### src/rtl/core/kl_pkg.sv
// keyword lexer package: keyword table, character and token codes, shared types
package kl_pkg;

    localparam int TABLE_SIZE = 34;
    localparam int KW_MAX_LEN = 10;

    typedef logic [7:0] char_t;
    typedef logic [5:0] code_t;
    typedef logic [3:0] len_t;

    localparam code_t STRING_CODE  = 6'd34;
    localparam code_t UNKNOWN_CODE = 6'd35;
    localparam len_t  LENGTH_MAX   = 4'd15;

    localparam char_t CH_NUL    = 8'h00;
    localparam char_t CH_TAB    = 8'h09;
    localparam char_t CH_LF     = 8'h0A;
    localparam char_t CH_SPACE  = 8'h20;
    localparam char_t CH_COMMA  = 8'h2C;
    localparam char_t CH_COLON  = 8'h3A;
    localparam char_t CH_LBRACE = 8'h7B;
    localparam char_t CH_RBRACE = 8'h7D;

    // table positions of the single-character delimiter and space entries
    localparam code_t CODE_LBRACE = 6'd28;
    localparam code_t CODE_RBRACE = 6'd29;
    localparam code_t CODE_COMMA  = 6'd30;
    localparam code_t CODE_COLON  = 6'd31;
    localparam code_t CODE_SPACE  = 6'd33;

    // one queued byte outcome: one or two tokens
    typedef struct packed {
        logic  two;
        code_t first;
        code_t last;
    } result_t;

    // keyword text, right-justified: last character in bits 7:0
    localparam logic [KW_MAX_LEN*8-1:0] KW_TEXT [TABLE_SIZE] = '{
        "IF", "ALL", "IN", "FOR", "FROM", "PREPARE", "REQUEST", "ANALYZE",
        "SEND", "CONTENT", "TYPE", "LENGTH", "TO", "SCHEME", "STATUS", "CODE",
        "HEADERS", "METHOD", "AVAILABLE", "BODY", "CONNECTION", "LANGUAGES",
        {"USER_", "AGENT"}, "HOST", "HTTP", "HTTPS", "EXTRACT", "->", "{", "}", ",",
        ":", "\"", " "
    };

    localparam len_t KW_LEN [TABLE_SIZE] = '{
        4'd2, 4'd3, 4'd2, 4'd3, 4'd4, 4'd7, 4'd7, 4'd7, 4'd4, 4'd7, 4'd4,
        4'd6, 4'd2, 4'd6, 4'd6, 4'd4, 4'd7, 4'd6, 4'd9, 4'd4, 4'd10, 4'd9,
        4'd10, 4'd4, 4'd4, 4'd5, 4'd7, 4'd2, 4'd1, 4'd1, 4'd1, 4'd1, 4'd1,
        4'd1
    };

    // true when keyword idx has character c at position pos
    function automatic logic kw_char_match(int idx, len_t pos, char_t c);
        logic [KW_MAX_LEN*8-1:0] txt;
        int sh;
        txt = KW_TEXT[idx];
        if (pos >= KW_LEN[idx])
        begin
            return 1'b0;
        end
        sh = 8 * (int'(KW_LEN[idx]) - 1 - int'(pos));
        return txt[sh +: 8] == c;
    endfunction

endpackage

### src/rtl/core/kl_if.sv
// keyword lexer stream channels: text bytes in, token words out
interface kl_byte_if;
    import kl_pkg::*;
    logic  valid;
    logic  ready;
    char_t text_byte;

    modport source (output valid, output text_byte, input ready);
    modport sink   (input valid, input text_byte, output ready);
endinterface

interface kl_token_if;
    import kl_pkg::*;
    logic  valid;
    logic  ready;
    code_t tok_code;
    logic  last_of_run;

    modport source (output valid, output tok_code, output last_of_run, input ready);
    modport sink   (input valid, input tok_code, input last_of_run, output ready);
endinterface

### src/rtl/core/keyword_lexer_top.sv
// Keyword lexer: one text byte per word in, keyword or STRING tokens out.
// A byte is taken every cycle while the two-entry result queue has room. A byte
// that yields no token or one token fills at most one queue entry; a byte that ends
// a word at a delimiter or space yields two tokens in one entry, and the single
// output port sends them as two words, so input can be held off while such an
// entry drains. The candidate mask and word length are updated in the accept
// cycle; there is no clearing pass after reset.
module keyword_lexer_top
    import kl_pkg::*;
#(
    parameter int KEYWORD_COUNT = 34
)
(
    input logic          clk,
    input logic          rst_n,
    kl_byte_if.sink      text,
    kl_token_if.source   tokens
);

    localparam int ACTIVE_COUNT = (KEYWORD_COUNT < TABLE_SIZE) ? KEYWORD_COUNT : TABLE_SIZE;
    localparam logic [ACTIVE_COUNT-1:0] MASK_ALL = '1;

    logic [ACTIVE_COUNT-1:0] mask_reg, mask_next;
    len_t                    len_reg, len_next;
    result_t                 q_reg [2];
    logic                    wr_ptr_reg, wr_ptr_next;
    logic                    rd_ptr_reg, rd_ptr_next;
    logic [1:0]              cnt_reg, cnt_next;
    logic                    sub_reg, sub_next;

    char_t   c;
    logic    delim;
    logic    sep;
    logic    accept;
    logic    push;
    logic    pop;
    code_t   word_code;
    code_t   delim_idx;
    code_t   delim_code;
    result_t res;
    result_t head;
    logic    head_first;

    assign c      = text.text_byte;
    assign delim  = (c == CH_LBRACE) || (c == CH_RBRACE) || (c == CH_COLON) || (c == CH_COMMA);
    assign sep    = delim || (c == CH_NUL) || (c == CH_SPACE) || (c == CH_LF) || (c == CH_TAB);
    assign text.ready = (cnt_reg != 2'd2);
    assign accept = text.valid && text.ready;

    // lowest surviving keyword of the same length as the pending word
    always_comb
    begin
        word_code = STRING_CODE;
        for (int i = ACTIVE_COUNT - 1; i >= 0; i--)
        begin
            if (mask_reg[i] && (KW_LEN[i] == len_reg))
            begin
                word_code = code_t'(i);
            end
        end
    end

    always_comb
    begin
        case (c)
            CH_LBRACE: delim_idx = CODE_LBRACE;
            CH_RBRACE: delim_idx = CODE_RBRACE;
            CH_COMMA:  delim_idx = CODE_COMMA;
            CH_COLON:  delim_idx = CODE_COLON;
            default:   delim_idx = CODE_SPACE;
        endcase
        delim_code = (int'(delim_idx) < ACTIVE_COUNT) ? delim_idx : UNKNOWN_CODE;
    end

    always_comb
    begin
        res.two   = 1'b0;
        res.first = word_code;
        res.last  = delim_code;
        if (len_reg != 4'd0)
        begin
            res.two = delim || (c == CH_SPACE);
            if (!res.two)
            begin
                res.last = word_code;
            end
        end
    end

    assign push = accept && sep && ((len_reg != 4'd0) || delim);

    always_comb
    begin
        mask_next = mask_reg;
        len_next  = len_reg;
        if (accept)
        begin
            if (sep)
            begin
                mask_next = MASK_ALL;
                len_next  = 4'd0;
            end
            else
            begin
                for (int i = 0; i < ACTIVE_COUNT; i++)
                begin
                    if (!kw_char_match(i, len_reg, c))
                    begin
                        mask_next[i] = 1'b0;
                    end
                end
                if (len_reg < LENGTH_MAX)
                begin
                    len_next = len_reg + 4'd1;
                end
            end
        end
    end

    // output side: a two-token entry is sent as two words
    assign head       = q_reg[rd_ptr_reg];
    assign head_first = head.two && !sub_reg;
    assign tokens.valid       = (cnt_reg != 2'd0);
    assign tokens.tok_code    = head_first ? head.first : head.last;
    assign tokens.last_of_run = !head_first;
    assign pop = tokens.valid && tokens.ready && !head_first;

    always_comb
    begin
        wr_ptr_next = push ? !wr_ptr_reg : wr_ptr_reg;
        rd_ptr_next = pop ? !rd_ptr_reg : rd_ptr_reg;
        cnt_next    = cnt_reg + {1'b0, push} - {1'b0, pop};
        sub_next    = sub_reg;
        if (tokens.valid && tokens.ready)
        begin
            sub_next = head_first;
        end
    end

    always_ff @(posedge clk or negedge rst_n)
    begin
        if (!rst_n)
        begin
            mask_reg   <= MASK_ALL;
            len_reg    <= 4'd0;
            wr_ptr_reg <= 1'b0;
            rd_ptr_reg <= 1'b0;
            cnt_reg    <= 2'd0;
            sub_reg    <= 1'b0;
        end
        else
        begin
            mask_reg   <= mask_next;
            len_reg    <= len_next;
            wr_ptr_reg <= wr_ptr_next;
            rd_ptr_reg <= rd_ptr_next;
            cnt_reg    <= cnt_next;
            sub_reg    <= sub_next;
        end
    end

    always_ff @(posedge clk)
    begin
        if (push)
        begin
            q_reg[wr_ptr_reg] <= res;
        end
    end

`ifndef SYNTH
    a_cnt_bound: assert property (@(posedge clk) disable iff (!rst_n)
        cnt_reg != 2'd3)
        else $error("result queue overflow");

    a_empty_word_full_mask: assert property (@(posedge clk) disable iff (!rst_n)
        (len_reg == 4'd0) |-> (mask_reg == MASK_ALL))
        else $error("mask not full with no pending word");

    a_sep_clears: assert property (@(posedge clk) disable iff (!rst_n)
        (accept && sep) |=> (len_reg == 4'd0))
        else $error("separator did not clear the word");

    a_len_grows: assert property (@(posedge clk) disable iff (!rst_n)
        (accept && !sep && (len_reg != LENGTH_MAX)) |=> (len_reg == $past(len_reg) + 4'd1))
        else $error("word length did not advance");

    a_sub_only_two: assert property (@(posedge clk) disable iff (!rst_n)
        sub_reg |-> (tokens.valid && head.two))
        else $error("second-token phase without a two-token entry");
`endif

endmodule
### src/flat_wrapper.sv
// flat-port wrapper written by rule: the top's interface ports become plain ports
module keyword_lexer_top_flat import kl_pkg::*;
#(
    parameter int KEYWORD_COUNT = 34
)
  (clk, rst_n, text_valid, text_text_byte, text_ready, tokens_valid, tokens_tok_code, tokens_last_of_run, tokens_ready);
  kl_byte_if text_i ();
  kl_token_if tokens_i ();
  input logic clk;
  input logic rst_n;
  input wire logic [$bits(text_i.valid)-1:0] text_valid;
  input wire logic [$bits(text_i.text_byte)-1:0] text_text_byte;
  output wire logic [$bits(text_i.ready)-1:0] text_ready;
  output wire logic [$bits(tokens_i.valid)-1:0] tokens_valid;
  output wire logic [$bits(tokens_i.tok_code)-1:0] tokens_tok_code;
  output wire logic [$bits(tokens_i.last_of_run)-1:0] tokens_last_of_run;
  input wire logic [$bits(tokens_i.ready)-1:0] tokens_ready;
  assign text_i.valid = text_valid;
  assign text_i.text_byte = text_text_byte;
  assign text_ready = text_i.ready;
  assign tokens_valid = tokens_i.valid;
  assign tokens_tok_code = tokens_i.tok_code;
  assign tokens_last_of_run = tokens_i.last_of_run;
  assign tokens_i.ready = tokens_ready;
  keyword_lexer_top #(.KEYWORD_COUNT(KEYWORD_COUNT)) u_core (.clk(clk), .rst_n(rst_n), .text(text_i), .tokens(tokens_i));
endmodule
### config.mk
export PLATFORM = sky130hd
export DESIGN_NAME = keyword_lexer_top_flat
export DESIGN_NICKNAME = d
export VERILOG_FILES = /design/src/rtl/core/kl_pkg.sv /design/src/rtl/core/kl_if.sv /design/src/rtl/core/keyword_lexer_top.sv /design/src/flat_wrapper.sv
export SDC_FILE = /design/constraint.sdc
export NUM_CORES = 1
export LEC_CHECK = 0
export BUFFER_PORTS_ARGS = -buffer_cell sky130_fd_sc_hd__clkbuf_2
export CORE_ASPECT_RATIO = 0.6
export CORE_MARGIN = 4
export CORE_UTILIZATION = 59
export CTS_CLUSTER_SIZE = 30
export DETAILED_ROUTE_END_ITERATION = 12
export PLACE_DENSITY = 0.76
export RECOVER_POWER = 100
export SYNTH_ARGS = -nofsm -noshare
export SYNTH_HDL_FRONTEND = slang
export SYNTH_SLANG_ARGS = --single-unit
export TNS_END_PERCENT = 100
### constraint.sdc
create_clock -name clk -period 5.3 [get_ports clk]
set_input_delay 0 -clock clk [delete_from_list [all_inputs] [get_ports clk]]
set_output_delay 0 -clock clk [all_outputs]
set_load 0.005 [all_outputs]
==> results.cfg <==
[worst_setup_path]
end_kind = flop
reg2reg_depth = 9
critPathKind = primary input to flop
timing.reg2reg.setup_slack_ns = 0.86
r2r-start = u_core.len_reg[1]
crit_arrival_ns = 4.53
start_kind = primary input
worstPathRequired_ns = 5.27
regToRegEndpoint = u_core.mask_reg[16]
cp_max_fo = 36

[die]
placementRows = 31
ioPinCount = 21
fp.dieH_um = 95.1
fp.dieW_um = 153
dieArea_mm2 = 0.0146
initial_core_util = 0.610
core_region_area_mm2 = 0.0122

[clocking]
cts_resized = 0
clock-root-buffer = clkbuf_16
cts_tree = yes
insertion_delay_ns = 0.34
clockBufferDepth = 2
numCtsBuffers = 9
htree_levels = 3
clk_pin_slew_ns = 0.06
clock_sinks = 69

[drt]
vias = 8207
routedWlPerCell_um = 27.2
viasPerCell = 7.58
drtIter0Drc = 1552
wl_mm = 29.4
post-route-drc-count = 0
antenna_left = 0
drtPass1Iterations = 6

[global_route]
grt_antenna_before_repair = 1
grt_pass1_wl_mm = 44.2
overflow = 0
grt_usage = 0.396
grt_max_degree = 45
grt_pass1_vias = 7331

[synthesis]
synthCells = 945
synth-edff-count = 26
synthFlopType = dfstp_2
ys_seq_elements = 69
syn_nets = 974
yosysUniqueCellTypes = 93
yosys_warnings = 0
synth-seq-area-share = 0.255
syn_avg_cell_area_um2 = 7.89
postSynth.asyncResetShare = 0.623
syn-cell-area_mm2 = 0.00745

[run]
max-cap-violations = 4

[timing]
rsz0062_at_grt = false
tightest_slew_ns = 2.74
fmax_ghz = 0.220
setup_viol = 0
drv_slew = 104
relSlewSlack = -0.825
period_minus_slack_ns = 4.56
finalHoldViolCount = 0
fin_crit_sh = 0.859
fin_skew_ns = 0.0120
fin_tns_setup_ns = 0

[final_layout]
fin_nets = 941
syn2layout_area_growth_pct = 4.83
largest_reg_flops = 34
layout-drive-gt1-share = 0.129
final_cells = 1083
stdcell_area_mm2 = 0.00781
utilization = 0.640

[hold_path]
whs_endpoint = u_core.mask_reg[27]
hp-class = primary input to flop
hold_depth = 4
hold_start = text_text_byte[7]

[placement]
dpl-instance-area_mm2 = 0.00751
place.gp.congestion = 1.08
port_buffers = 20
dp.cells = 1064
hpwlAfterDp_mm = 20.8

[power_and_ir_drop]
power_uw = 5280
power_leakage_uw = 0.00271
power_density_mw_per_mm2 = 676
vdd_drop_max_v = 0.000369

[outcome]
failed_checks = capacitance limit, slew limit
outcome = finished, violations left
report_power, final:
group | switching (µW) | internal (µW) | total [µW] | leakage [µW]
combinational | 2520 | 1190 | 3710 | 0.00186
clock | 258 | 418 | 676 | 0.000158
sequential | 159 | 739 | 898 | 0.000697
total | 2930 | 2350 | 5280 | 0.00271
how the worst max path moves through the flow:
stage                     endpoint         startpoint
2_1_floorplan   u_core.q_reg[0][0]  u_core.len_reg[0]
5_1_grt         u_core.mask_reg[7]  u_core.len_reg[1]
3_5_place_dp   u_core.mask_reg[16]  u_core.len_reg[1]
4_1_cts        u_core.mask_reg[16]  u_core.len_reg[1]
6_report       u_core.q_reg[1][10]  text_text_byte[3]
3_3_place_gp   u_core.mask_reg[26]  u_core.len_reg[1]
cell type report:
type                       instances  area, µm²
timing repair buffer              43        262
tap                              165        206
clock buffer                      10        229
inverter                          29        109
clock inverter                     6       95.1
sequential                        69       1900
antenna                            1       2.50
fill                            1084       4400
multi-input combinational        760       5010
kinds of logic after synthesis:
| group | count (synthesis) | synth area share |
|---|---|---|
| compound gates | 304 | 0.289 |
| xor+xnor | 69 | 0.0841 |
| fa+ha+maj | 17 | 0.0285 |
| buf+inv | 116 | 0.0698 |
| flops | 69 | 0.255 |
| mux | 13 | 0.0277 |
| simple gates | 357 | 0.246 |
cell usage after synthesis, types with 10 or more instances:
master,instances,share of area
a21oi_1,63,0.042
a31oi_1,15,0.013
buf_2,38,0.026
clkbuf_1,32,0.016
dfstp_2,34,0.12
edfxtp_1,26,0.10
ha_1,17,0.029
inv_1,22,0.011
nand2_1,95,0.048
nand2b_1,14,0.012
nand3_1,45,0.030
nand4_1,15,0.013
nor2_1,65,0.033
nor2b_1,13,0.011
nor3_1,35,0.024
o211ai_1,14,0.014
o21ai_0,50,0.034
o21ai_1,13,0.0087
o31ai_1,15,0.015
o41ai_1,12,0.014
or3_1,10,0.0084
xnor2_1,58,0.068
placed cells by master, fill, tap and decap left out, drive strengths merged, types with 17 or more instances in the layout:
| cell | n |
|---|---|
| nand3 | 45 |
| clkbuf | 33 |
| nor3 | 37 |
| nand2 | 95 |
| dfstp | 34 |
| o21ai | 64 |
| inv | 29 |
| xnor2 | 59 |
| edfxtp | 26 |
| a21oi | 63 |
| ha | 17 |
| buf | 18 |
| nor2 | 67 |
metrics by stage:
stage               setup WS (ns)  hold WS, ns
CTS                          1.53        0.154
finish                      0.745        0.174
floorplan                    2.49       -0.296
global placement             1.63        0.128
detailed placement           1.57        0.142
global route                0.663        0.193
worst max-delay path: stages:
cell	delay (ns)
clkbuf_1	1.50
inv_1	0.69
a41oi_2	0.53
o21ai_0	0.54
a31oi_2	0.56
and2_1	0.65
per-layer routing:
layer,part of all wire,global-route usage
met5,0,0
met1,0.41,0.578
met4,0.032,0.118
met2,0.37,0.528
met3,0.19,0.164
repair_timing:
item,CTS,global route
buffers inserted,0,0
hold endpoints to repair,10,0
hold buffers,2,0
(Power assumes the default switching activity.)
